--- config.mk ---
export PLATFORM = sky130hd
export DESIGN_NAME = cgf_div_pipe
export DESIGN_NICKNAME = d
export VERILOG_FILES = /design/src/hw/rtl/cgf_pkg.sv /design/src/hw/rtl/cgf_div_pipe.sv
export SDC_FILE = /design/constraint.sdc
export NUM_CORES = 2
export LEC_CHECK = 0
export BUFFER_PORTS_ARGS = -buffer_cell sky130_fd_sc_hd__buf_4
export CAP_MARGIN = 20
export CORE_MARGIN = 4
export CORE_UTILIZATION = 55
export CTS_BUF_LIST = sky130_fd_sc_hd__clkbuf_4
export DETAILED_ROUTE_END_ITERATION = 10
export GPL_ROUTABILITY_DRIVEN = 0
export GPL_TIMING_DRIVEN = 1
export PLACE_DENSITY = 0.74
export RECOVER_POWER = 25
export SLEW_MARGIN = 20
export SYNTH_ARGS = -nofsm -noshare
export SYNTH_HDL_FRONTEND = slang
export SYNTH_SLANG_ARGS = --single-unit
export TNS_END_PERCENT = 30
--- constraint.sdc ---
create_clock -name clk_i -period 13 [get_ports clk_i]
set_clock_uncertainty 0.15 [all_clocks]
set_input_delay 1.95 -clock clk_i [delete_from_list [all_inputs] [get_ports clk_i]]
set_output_delay 1.95 -clock clk_i [all_outputs]
set_load 0.02 [all_outputs]
--- src/hw/rtl/cgf_pkg.sv ---
// Shared types, constants and step functions for the central gravity force core.
// Used by cgf_sqrt_pipe, cgf_div_pipe and central_gravity_force_core.
`default_nettype none

package cgf_pkg;

  // configuration register indexes
  typedef enum logic [2:0] {
    REG_CENTER_X   = 3'd0,
    REG_CENTER_Y   = 3'd1,
    REG_CENTER_Z   = 3'd2,
    REG_ATTRACTION = 3'd3,
    REG_CENTER_ID  = 3'd4,
    REG_RECIPROCAL = 3'd5
  } cgf_reg_e;

  localparam int unsigned ID_W     = 20;
  localparam int unsigned MAG_W    = 31;  // normalized magnitude, [2^30, 2^31) for the largest
  localparam int unsigned LEN_W    = 32;  // floor(sqrt(sum of squares))
  localparam int unsigned SUM_W    = 64;

  localparam int unsigned SQRT_STEPS     = 32;
  localparam int unsigned SQRT_PER_STAGE = 2;
  localparam int unsigned SQRT_STAGES    = SQRT_STEPS / SQRT_PER_STAGE;

  localparam int unsigned DIV_STEPS     = 31;
  localparam int unsigned DIV_PER_STAGE = 4;
  localparam int unsigned DIV_STAGES    = (DIV_STEPS + DIV_PER_STAGE - 1) / DIV_PER_STAGE;

  typedef struct packed {
    logic [SUM_W-1:0] x;  // remaining radicand
    logic [SUM_W-1:0] r;  // partial root
  } cgf_sq_t;

  typedef struct packed {
    logic [LEN_W-1:0] rem;
    logic [MAG_W-1:0] quo;
  } cgf_dv_t;

  // one digit of the shift-subtract square root, bit = 4^(31-k)
  function automatic cgf_sq_t sqrt_step(cgf_sq_t s, logic [4:0] k);
    cgf_sq_t        o;
    logic [SUM_W-1:0] bitv;
    logic [SUM_W-1:0] t;
    bitv = {{(SUM_W-1){1'b0}}, 1'b1} << (6'd62 - {k, 1'b0});
    t    = s.r + bitv;
    if (s.x >= t) begin
      o.x = s.x - t;
      o.r = (s.r >> 1) + bitv;
    end else begin
      o.x = s.x;
      o.r = s.r >> 1;
    end
    return o;
  endfunction

  // one quotient bit of restoring division
  function automatic cgf_dv_t div_step(cgf_dv_t s, logic [LEN_W-1:0] len, logic nbit);
    cgf_dv_t        o;
    logic [LEN_W:0] sh;
    sh = {s.rem, nbit};
    if (sh >= {1'b0, len}) begin
      o.rem = LEN_W'(sh - {1'b0, len});
      o.quo = {s.quo[MAG_W-2:0], 1'b1};
    end else begin
      o.rem = sh[LEN_W-1:0];
      o.quo = {s.quo[MAG_W-2:0], 1'b0};
    end
    return o;
  endfunction

endpackage

`default_nettype wire

--- src/hw/rtl/cgf_div_pipe.sv ---
// Pipelined restoring divider: floor(mag * 2^30 / len), quotient below 2^31.
// Depends on cgf_pkg (div_step, stage counts).
`default_nettype none

module cgf_div_pipe import cgf_pkg::*; (
  input  wire logic             clk_i,
  input  wire logic             en_i,
  input  wire logic [MAG_W-1:0] mag_i,
  input  wire logic [LEN_W-1:0] len_i,
  output logic      [MAG_W-1:0] quo_o
);

  cgf_dv_t          st_q  [DIV_STAGES];
  cgf_dv_t          st_d  [DIV_STAGES];
  logic [LEN_W-1:0] len_q [DIV_STAGES];

  always_comb begin
    cgf_dv_t          cur;
    logic [LEN_W-1:0] l;
    for (int s = 0; s < DIV_STAGES; s++) begin
      if (s == 0) begin
        // quotient bits above 30 are zero, so start from mag/2
        cur.rem = LEN_W'(mag_i >> 1);
        cur.quo = '0;
        l       = len_i;
      end else begin
        cur = st_q[s-1];
        l   = len_q[s-1];
      end
      for (int j = 0; j < DIV_PER_STAGE; j++) begin
        if (s * DIV_PER_STAGE + j < DIV_STEPS) begin
          cur = div_step(cur, l, (s == 0 && j == 0) ? mag_i[0] : 1'b0);
        end
      end
      st_d[s] = cur;
    end
  end

  always_ff @(posedge clk_i) begin
    if (en_i) begin
      for (int s = 0; s < DIV_STAGES; s++) begin
        st_q[s]  <= st_d[s];
        len_q[s] <= (s == 0) ? len_i : len_q[s-1];
      end
    end
  end

  assign quo_o = st_q[DIV_STAGES-1].quo;

endmodule

`default_nettype wire

==> run metrics <==
cell area after placement 84210 µm²; post-synthesis simple-gate area fraction 0.1430; core area roughly 140000 µm²; met1 Usage GRT 0.4009; filler instances roughly 11000; Post-CTS Hold Buffers 0; layer with the highest usage met2; # setup viols final 0; synthesized instance count 8809; CP endpoint kind flip-flop; initial antenna violation count 5; top cell type's share of synthesized area 0.2345; family with the most delay on the worst path compound AO/OA/AOI/OAI gates; max incr delay on CP approximately 0.44 ns; Distinct cells, synth 106; FMAX roughly 79 MHz; worst path required time 13.77 ns; H-tree depth 4; complex-gate fraction of the synthesized area 0.2434; HP Class reg -> reg; maximum clock path buffer count 3; Overflow after GRT 0; most common cell after layout, fill and taps aside ha_1; Seq/Total Area, Yosys 0.2345; row cnt 135; met2 usage 0.5336; asr flop ratio synth 0; worst-margin pin slew roughly 1.0 ns; post-DP HPWL approximately 200000 µm; Post-Syn Area 75680 µm²; flip-flop and latch area around 18000 µm²; share of post-route cells with drive strength above 1 0.1971; peak fanout along the critical path 13; Vias between 70000 and 80000; # DRC 0; status finished clean; fin crit share 0.9685; IO Port Bufs 95; global-route wire length before repair about 370000 µm; CTS tree yes; Avg Cell Area, Syn 8.591 µm²; DP Cell Count between 10000 and 15000; die area between 100000 and 150000 µm²; Routed Antenna Nets 0; via-per-instance ratio approximately 6.3; design area approximately 87000 µm²; post-synthesis mux area share 0.08389; CTS buffer count approximately 170; Die W around 380 µm; CP Buf/Inv Count 9; final max-slew violation count 0; Final Non-Filler Cells approximately 12000; final wirelength between 200000 and 250000 µm; Die Span Y around 380 µm; clock sink total 591; cell mode on critical path buf_4; WP data arrival 13.36 ns; Primary FF master, synth edfxtp_1; YS warnings 0; ranking of synthesized cells by area edfxtp_1 (23%), ha_1 (16%), mux2_2 (7.4%), xnor2_1 (6.5%), a21oi_1 (5.8%); CP startpoint len_q[5][8]; Synth Area in XOR/XNOR 0.09247; DR WL/cell around 21 µm; Yosys top cell by area edfxtp_1; Area Overhead vs Synth 15.10%; syn_nets around 9900; Skew-Pair Late Insertion Delay between 1 and 1.5 ns; Post-Synth Adder-Cell Area 0.1626; io pins 96; count of final hold-check violations 0; EDFF count, synth approximately 590; worst rel slew slack 0.3052; total of max-cap violations 0; slowest CP cell edfxtp_1; Hold WS between 0.2 and 0.25 ns; 1st-pass router iterations 9; GR met3 Demand/Resource 0.04868; layout net count around 11000; commonest cells after routing, fill and taps aside ha_1 (960), buf_4 (908), a21oi_1 (864), nor2_1 (636), nand2_1 (609); largest net degree at the start of global routing approximately 180; multi-input logic area between 50000 and 60000 µm²; Clock transition at path regs approximately 0.080 ns; critical path launch point type flip-flop; #FFs+latches synth 591; RR Startpoint len_q[5][8]; vias in the first global route ~70000; Total GRT Usage 0.3269; HP Start st_q[0][195]; Starting Density 0.5558; setup repair after global routing missed its margin true; largest family of logic cells by synthesized area compound AO/OA/AOI/OAI gates; CTS Root Cell clkbuf_4; 1st-iter DRT viols about 7000; post-route minimum period ~13 ns; Worst Path Class, Setup reg -> reg
routing by layer:
metal,vias up,part of all wire,wire length (µm)
met3,910,0.077,18870
met1,34271,0.40,97030
met5,-,0,0
met4,0,0.076,18670
met2,3426,0.45,110600
li1,34808,-,-
what timing repair did:
action                                  4_1_cts  5_1_grt
gates resized for setup                       2      136
buffers inserted                              0       29
pin swaps                                     0       16
cloned                                        0        2
endpoints found under the setup margin        4      231
cell type report:
| class | instances | share of cell area |
|---|---|---|
| multi-input combinational | 7470 | 0.6370 |
| sequential | 591 | 0.2038 |
| timing repair buffer | 958 | 0.08678 |
| tap | 1781 | 0.02558 |
| inverter | 535 | 0.02316 |
| clock buffer | 217 | 0.01870 |
| clock inverter | 67 | 0.004870 |
| antenna | 4 | 0.0001149 |
state kept, by name, indices dropped and copies added, names as in the netlist:
register,cells
len_q,224
st_q,367
cell usage after synthesis (44+ instances only):
cell      number
a21o_1       462
nand3_1      181
a211oi_1      69
nand4_1      123
nand2b_1     134
buf_2         45
or2_2         44
edfxtp_1     591
a31oi_1       96
xor2_1       235
inv_1        524
and3_1        79
nand2_1      609
ha_1         969
nor3_1       157
o21bai_1     120
clkbuf_1      97
nor2b_1      118
mux2_2       498
o21a_1       163
a21oi_1      881
nor2_1       642
xnor2_1      564
o31ai_1       58
o21ai_0      565
through the flow:
stage	setup slack, ns	setup TNS (ns)	utilization
2_1_floorplan	0.03622	0	-
3_3_place_gp	-0.2613	-8.134	0.6185
3_5_place_dp	-0.5473	-17.57	0.6185
4_1_cts	0.01242	0	0.6336
5_1_grt	-0.1157	-2.496	0.6398
6_report	0.4094	0	0.6398
worst paths after layout:
kind | slack, ns | endpoint | cells past startpoint
worst min-delay path | 0.23 | st_q[1][10] | 0
worst max register to register | 0.41 | st_q[1][185] | 55
worst min register to register | 0.23 | st_q[1][10] | 0
worst max-delay path | 0.41 | st_q[1][185] | 55
cells by family after synthesis:
kind of cell / after synthesis
buf+inv: 748
fa+ha+maj: 978
compound gates: 2863
mux: 557
flops: 591
xor+xnor: 799
simple gates: 2273
Power is left out: the tool's default activity adds up to more than one toggle a clock period on the data nets, which glitch-free logic cannot reach.
