**src/hw/rtl/cgf_pkg.sv**
```systemverilog
// Shared types, constants and step functions for the central gravity force core.
// Used by cgf_sqrt_pipe, cgf_div_pipe and central_gravity_force_core.
`default_nettype none

package cgf_pkg;

  // configuration register indexes
  typedef enum logic [2:0] {
    REG_CENTER_X   = 3'd0,
    REG_CENTER_Y   = 3'd1,
    REG_CENTER_Z   = 3'd2,
    REG_ATTRACTION = 3'd3,
    REG_CENTER_ID  = 3'd4,
    REG_RECIPROCAL = 3'd5
  } cgf_reg_e;

  localparam int unsigned ID_W     = 20;
  localparam int unsigned MAG_W    = 31;  // normalized magnitude, [2^30, 2^31) for the largest
  localparam int unsigned LEN_W    = 32;  // floor(sqrt(sum of squares))
  localparam int unsigned SUM_W    = 64;

  localparam int unsigned SQRT_STEPS     = 32;
  localparam int unsigned SQRT_PER_STAGE = 2;
  localparam int unsigned SQRT_STAGES    = SQRT_STEPS / SQRT_PER_STAGE;

  localparam int unsigned DIV_STEPS     = 31;
  localparam int unsigned DIV_PER_STAGE = 4;
  localparam int unsigned DIV_STAGES    = (DIV_STEPS + DIV_PER_STAGE - 1) / DIV_PER_STAGE;

  typedef struct packed {
    logic [SUM_W-1:0] x;  // remaining radicand
    logic [SUM_W-1:0] r;  // partial root
  } cgf_sq_t;

  typedef struct packed {
    logic [LEN_W-1:0] rem;
    logic [MAG_W-1:0] quo;
  } cgf_dv_t;

  // one digit of the shift-subtract square root, bit = 4^(31-k)
  function automatic cgf_sq_t sqrt_step(cgf_sq_t s, logic [4:0] k);
    cgf_sq_t        o;
    logic [SUM_W-1:0] bitv;
    logic [SUM_W-1:0] t;
    bitv = {{(SUM_W-1){1'b0}}, 1'b1} << (6'd62 - {k, 1'b0});
    t    = s.r + bitv;
    if (s.x >= t) begin
      o.x = s.x - t;
      o.r = (s.r >> 1) + bitv;
    end else begin
      o.x = s.x;
      o.r = s.r >> 1;
    end
    return o;
  endfunction

  // one quotient bit of restoring division
  function automatic cgf_dv_t div_step(cgf_dv_t s, logic [LEN_W-1:0] len, logic nbit);
    cgf_dv_t        o;
    logic [LEN_W:0] sh;
    sh = {s.rem, nbit};
    if (sh >= {1'b0, len}) begin
      o.rem = LEN_W'(sh - {1'b0, len});
      o.quo = {s.quo[MAG_W-2:0], 1'b1};
    end else begin
      o.rem = sh[LEN_W-1:0];
      o.quo = {s.quo[MAG_W-2:0], 1'b0};
    end
    return o;
  endfunction

endpackage

`default_nettype wire

```
**src/hw/rtl/cgf_sqrt_pipe.sv**
```systemverilog
// Pipelined 64-bit integer square root, two result bits per stage.
// Depends on cgf_pkg (sqrt_step, stage counts).
`default_nettype none

module cgf_sqrt_pipe import cgf_pkg::*; (
  input  wire logic             clk_i,
  input  wire logic             en_i,
  input  wire logic [SUM_W-1:0] x_i,
  output logic      [LEN_W-1:0] root_o
);

  cgf_sq_t st_q [SQRT_STAGES];
  cgf_sq_t st_d [SQRT_STAGES];

  always_comb begin
    cgf_sq_t cur;
    for (int s = 0; s < SQRT_STAGES; s++) begin
      if (s == 0) begin
        cur.x = x_i;
        cur.r = '0;
      end else begin
        cur = st_q[s-1];
      end
      for (int j = 0; j < SQRT_PER_STAGE; j++) begin
        cur = sqrt_step(cur, 5'(s * SQRT_PER_STAGE + j));
      end
      st_d[s] = cur;
    end
  end

  always_ff @(posedge clk_i) begin
    if (en_i) begin
      for (int s = 0; s < SQRT_STAGES; s++) st_q[s] <= st_d[s];
    end
  end

  assign root_o = st_q[SQRT_STAGES-1].r[LEN_W-1:0];

endmodule

`default_nettype wire

```
**config.mk**
```make
export PLATFORM = sky130hd
export DESIGN_NAME = cgf_sqrt_pipe
export DESIGN_NICKNAME = d
export VERILOG_FILES = /design/src/hw/rtl/cgf_pkg.sv /design/src/hw/rtl/cgf_sqrt_pipe.sv
export SDC_FILE = /design/constraint.sdc
export NUM_CORES = 2
export LEC_CHECK = 0
export BUFFER_PORTS_ARGS = -buffer_cell sky130_fd_sc_hd__buf_2
export CORE_ASPECT_RATIO = 0.75
export CORE_MARGIN = 4
export CORE_UTILIZATION = 55
export DETAILED_ROUTE_END_ITERATION = 7
export PLACE_DENSITY = 0.74
export SYNTH_ARGS = -nofsm -noshare
export SYNTH_HDL_FRONTEND = slang
export SYNTH_SLANG_ARGS = --single-unit
```
**constraint.sdc**
```tcl
create_clock -name clk_i -period 6.72 [get_ports clk_i]
set_input_delay 0.336 -clock clk_i [delete_from_list [all_inputs] [get_ports clk_i]]
set_output_delay 0.336 -clock clk_i [all_outputs]
set_load 0.03 [all_outputs]
```
==> results.sh <==
export IMPL_synth_seq_cells=1232
export IMPL_yosysWarningCount=0
export IMPL_die_h_um=346
export IMPL_hold_viol=0
export IMPL_yosys_top_cells_count="1232 x edfxtp_1, 727 x nor2_1, 690 x a21oi_1, 651 x nand2_1, 573 x ha_1"
export IMPL_die_area_mm2=0.159
export IMPL_rsz0062_at_grt="yes"
export IMPL_drc=0
export IMPL_ioPinCount=98
export IMPL_clkTransAtPathRegs_ps=70
export IMPL_cts_sinks=1232
export IMPL_place_hpwl_um=183000
export IMPL_vias=68639
export IMPL_area_growth_pct=11.7
export IMPL_synth_area_mm2=0.0838
export IMPL_nNetsFinal=9507
export IMPL_cts_htree_levels=3
export IMPL_clk_root_buffer_cell="clkbuf_16"
export IMPL_critPathRequiredTime_ps=7180
export IMPL_grt_pass1_wl_um=367000
export IMPL_final_cell_area_mm2=0.0936
export IMPL_gr_usage_all_layers_pct=28.8
export IMPL_hp_class="input port to register"
export IMPL_slowest_delay_ps=460
export IMPL_r2r_slack_ps=190
export IMPL_synthSimpleGateAreaFrac_pct=18.0
export IMPL_maxCapViolCount=0
export IMPL_holdPathEnd="st_q[0][732]$_DFFE_PP_"
export IMPL_first_pass_iters=6
export IMPL_core_rowCount=123
export IMPL_seq_area_frac_synth_pct=44.2
export IMPL_synth_area_mux_share_pct=0.996
export IMPL_hold_depth=1
export IMPL_leakagePower_nw=36.8
export IMPL_worstSetupPathType="register to register"
export IMPL_cts_tree="done"
export IMPL_cp_num_buf_inv=5
export IMPL_yosysMostFrequentCell="edfxtp_1"
export IMPL_crit_cells=27
export IMPL_cp_arrival_ps=7000
export IMPL_setup_violations=0
export IMPL_finalWeightedCongestion=0.981
export IMPL_grt_pass1_vias=64255
export IMPL_async_reset_ff_share_pct=0
export IMPL_viasPerCell=6.25
export IMPL_r2r_end="st_q[1][896]$_DFFE_PP_"
export IMPL_die_w_um=459
export IMPL_worst_pin_slew_ps=1240
export IMPL_synth_top_area_share_pct=44.2
export IMPL_peakVddDrop_v=0.000282
export IMPL_worstSetupStartpointType="register"
export IMPL_synth_xor_area_share_pct=8.61
export IMPL_regMostFlops="st_q"
export IMPL_min_period_ps=6530
export IMPL_clockBufferDepth=3
export IMPL_core_mm2=0.151
export IMPL_crit_path_frequent_cell="a21o_1"
export IMPL_wl_per_cell_um=21.7
export IMPL_drive_gt1_share_pct=9.70
export IMPL_route_antenna_remaining_nets=0
export IMPL_wirelength_um=238000
export IMPL_power_total_mw=36.8
export IMPL_drt_iter0_drc=7764
export IMPL_port_buffers=97
export IMPL_layoutNonFillerInstCount=10979
export IMPL_syn_nets=9174
export IMPL_reg2reg_from="st_q[1][777]$_DFFE_PP_"
export IMPL_slowest_stage="a2111o_1"
export IMPL_crit_path_end_kind="register"
export IMPL_outcome="finished clean"
export IMPL_initial_core_util_pct=55.6
export IMPL_fmax_mhz=153
export IMPL_syn_area_per_cell_um2=9.82
export IMPL_clk_latency_ps=800
export IMPL_slew_headroom_pct=16.5
export IMPL_fin_crit_sh_pct=97.2
export IMPL_grt_ovfl_total=0
export IMPL_finClkSkew_ps=84.4
export IMPL_largest_register_ffs=1232
export IMPL_syn_inst=8535
export IMPL_numCtsBuffers=121
export IMPL_grt_start_max_net_pins=168
export IMPL_placed_area_mm2=0.0883
export IMPL_synth_area_leader_cell="edfxtp_1"
export IMPL_synthTopCellsByArea="edfxtp_1 44%, ha_1 8.6%, xnor2_1 5.5%, a21oi_1 4.1%, nor2_1 3.3%"
export IMPL_synth_distinct_cells=99
export IMPL_synth_top_family_by_area="simple AND/OR/NAND/NOR gates"
export IMPL_path_delay_family="compound AO/OA/AOI/OAI gates"
export IMPL_worstRegToRegCells=27
export IMPL_ys_flop_type="edfxtp_1"
export IMPL_reg_top3="st_q x1232"
export IMPL_synth_compound_area_share_pct=16.1
export IMPL_antenna_found_initial=4
export IMPL_cp_max_fo=5
export IMPL_synth_edf_count=1232
export IMPL_worstHoldStart="en_i"
export IMPL_drv_slew=0
export IMPL_dp_cells=10676
export IMPL_synthAdderAreaFrac_pct=8.56
export IMPL_power_density_mw_per_mm2=393
[cell families (layout without fill, tap and decap cells)]
kind of cell               after synthesis  after routing
and+or+nand+nor                       2955           2955
AOI/OAI and AO/OA                     2096           2096
DFF                                   1232           1232
xor gates and xnor gates               823            823
buffers and inverters                  780           1222
adders and majority gates              573            573
muxes                                   76             76
other                                    0              2
[where the power goes]
part	total (mW)	internal (mW)	switching [mW]	leakage, nW
sequential	11.6	10.4	1.20	11.8
combinational	17.7	7.25	10.4	22.9
clock	7.48	4.24	3.24	2.11
total	36.8	21.9	14.9	36.8
[worst register-to-register path: stages (launching register included)]
cell and delay, ps:
edfxtp_1 400, inv_1 90, ha_1 250, a21o_1 190, a21o_1 180, a21o_1 190, a21o_1 200, a21o_1 180
a2111o_1 460, and3b_1 250, or3_4 400, buf_4 190, clkinv_1 100, o21ai_0 100, ha_1 300, a21o_1 160
a21o_1 180, a21o_1 170, a21o_1 170, a21o_1 170, a221o_1 410, o2111a_1 300, buf_4 150, a2111oi_4 400
buf_4 180, nand4_1 110, nor4_2 220, nand4_1 120
[worst max-delay path by stage]
stage | start | endpoint | slack (ps)
floorplan | st_q[1][754]$_DFFE_PP_ | st_q[1][841]$_DFFE_PP_ | 210
global placement | st_q[1][777]$_DFFE_PP_ | st_q[1][896]$_DFFE_PP_ | -380
detailed placement | st_q[1][777]$_DFFE_PP_ | st_q[1][896]$_DFFE_PP_ | -310
CTS | st_q[1][754]$_DFFE_PP_ | st_q[1][892]$_DFFE_PP_ | 50
global route | st_q[1][651]$_DFFE_PP_ | st_q[1][892]$_DFFE_PP_ | -7
finish | st_q[1][777]$_DFFE_PP_ | st_q[1][896]$_DFFE_PP_ | 190
[metal layers]
| layer | share of wire [%] | vias up | GRT usage (%) |
|---|---|---|---|
| met4 | 2.1 | 0 | 5.82 |
| met1 | 46 | 33011 | 42.8 |
| met2 | 44 | 2808 | 44.7 |
| met3 | 8.0 | 337 | 4.68 |
| met5 | 0 | - | 0 |
| li1 | - | 32483 | - |
[stage by stage]
step / setup TNS (ps) / worst slack [ps] / hold WS (ps) / util (%)
2_1_floorplan: 0 / 207 / 417 / -
3_3_place_gp: -552 / -381 / 427 / 58.6
3_5_place_dp: -1020 / -313 / 430 / 58.6
4_1_cts: 0 / 52.3 / 41.6 / 62.0
5_1_grt: -17.6 / -7.09 / 69.3 / 62.1
6_report: 0 / 189 / 86.4 / 62.1
[cells in the final DEF (no fill, tap or decap), drive strengths merged, types with 90 or more instances in the layout]
cell and count:
edfxtp 1232, nor2 727, a21oi 690, nand2 651, ha 573, xnor2 522, inv 503, buf 433
o21ai 375, xor2 301, a21o 288, nor3 250, nor4 222, nand3 205, nand4 174, clkbuf 125
o21a 96, or3 90
[final cells by class]
cell class	count	area [µm²]
fill	12235	57100
multi-input combinational	6523	44000
sequential	1232	37000
timing repair buffer	495	3850
clock buffer	125	3040
tap	2000	2500
inverter	495	1860
clock inverter	107	1350
antenna	2	5.00
[timing repair]
item | CTS | global route
pin swaps | 0 | 7
setup endpoints to repair | 19 | 217
endpoints found under the hold margin | 62 | 0
setup buffers | 0 | 7
hold buffers | 62 | 0
resized for setup | 7 | 46
(Power assumes the default switching activity.)
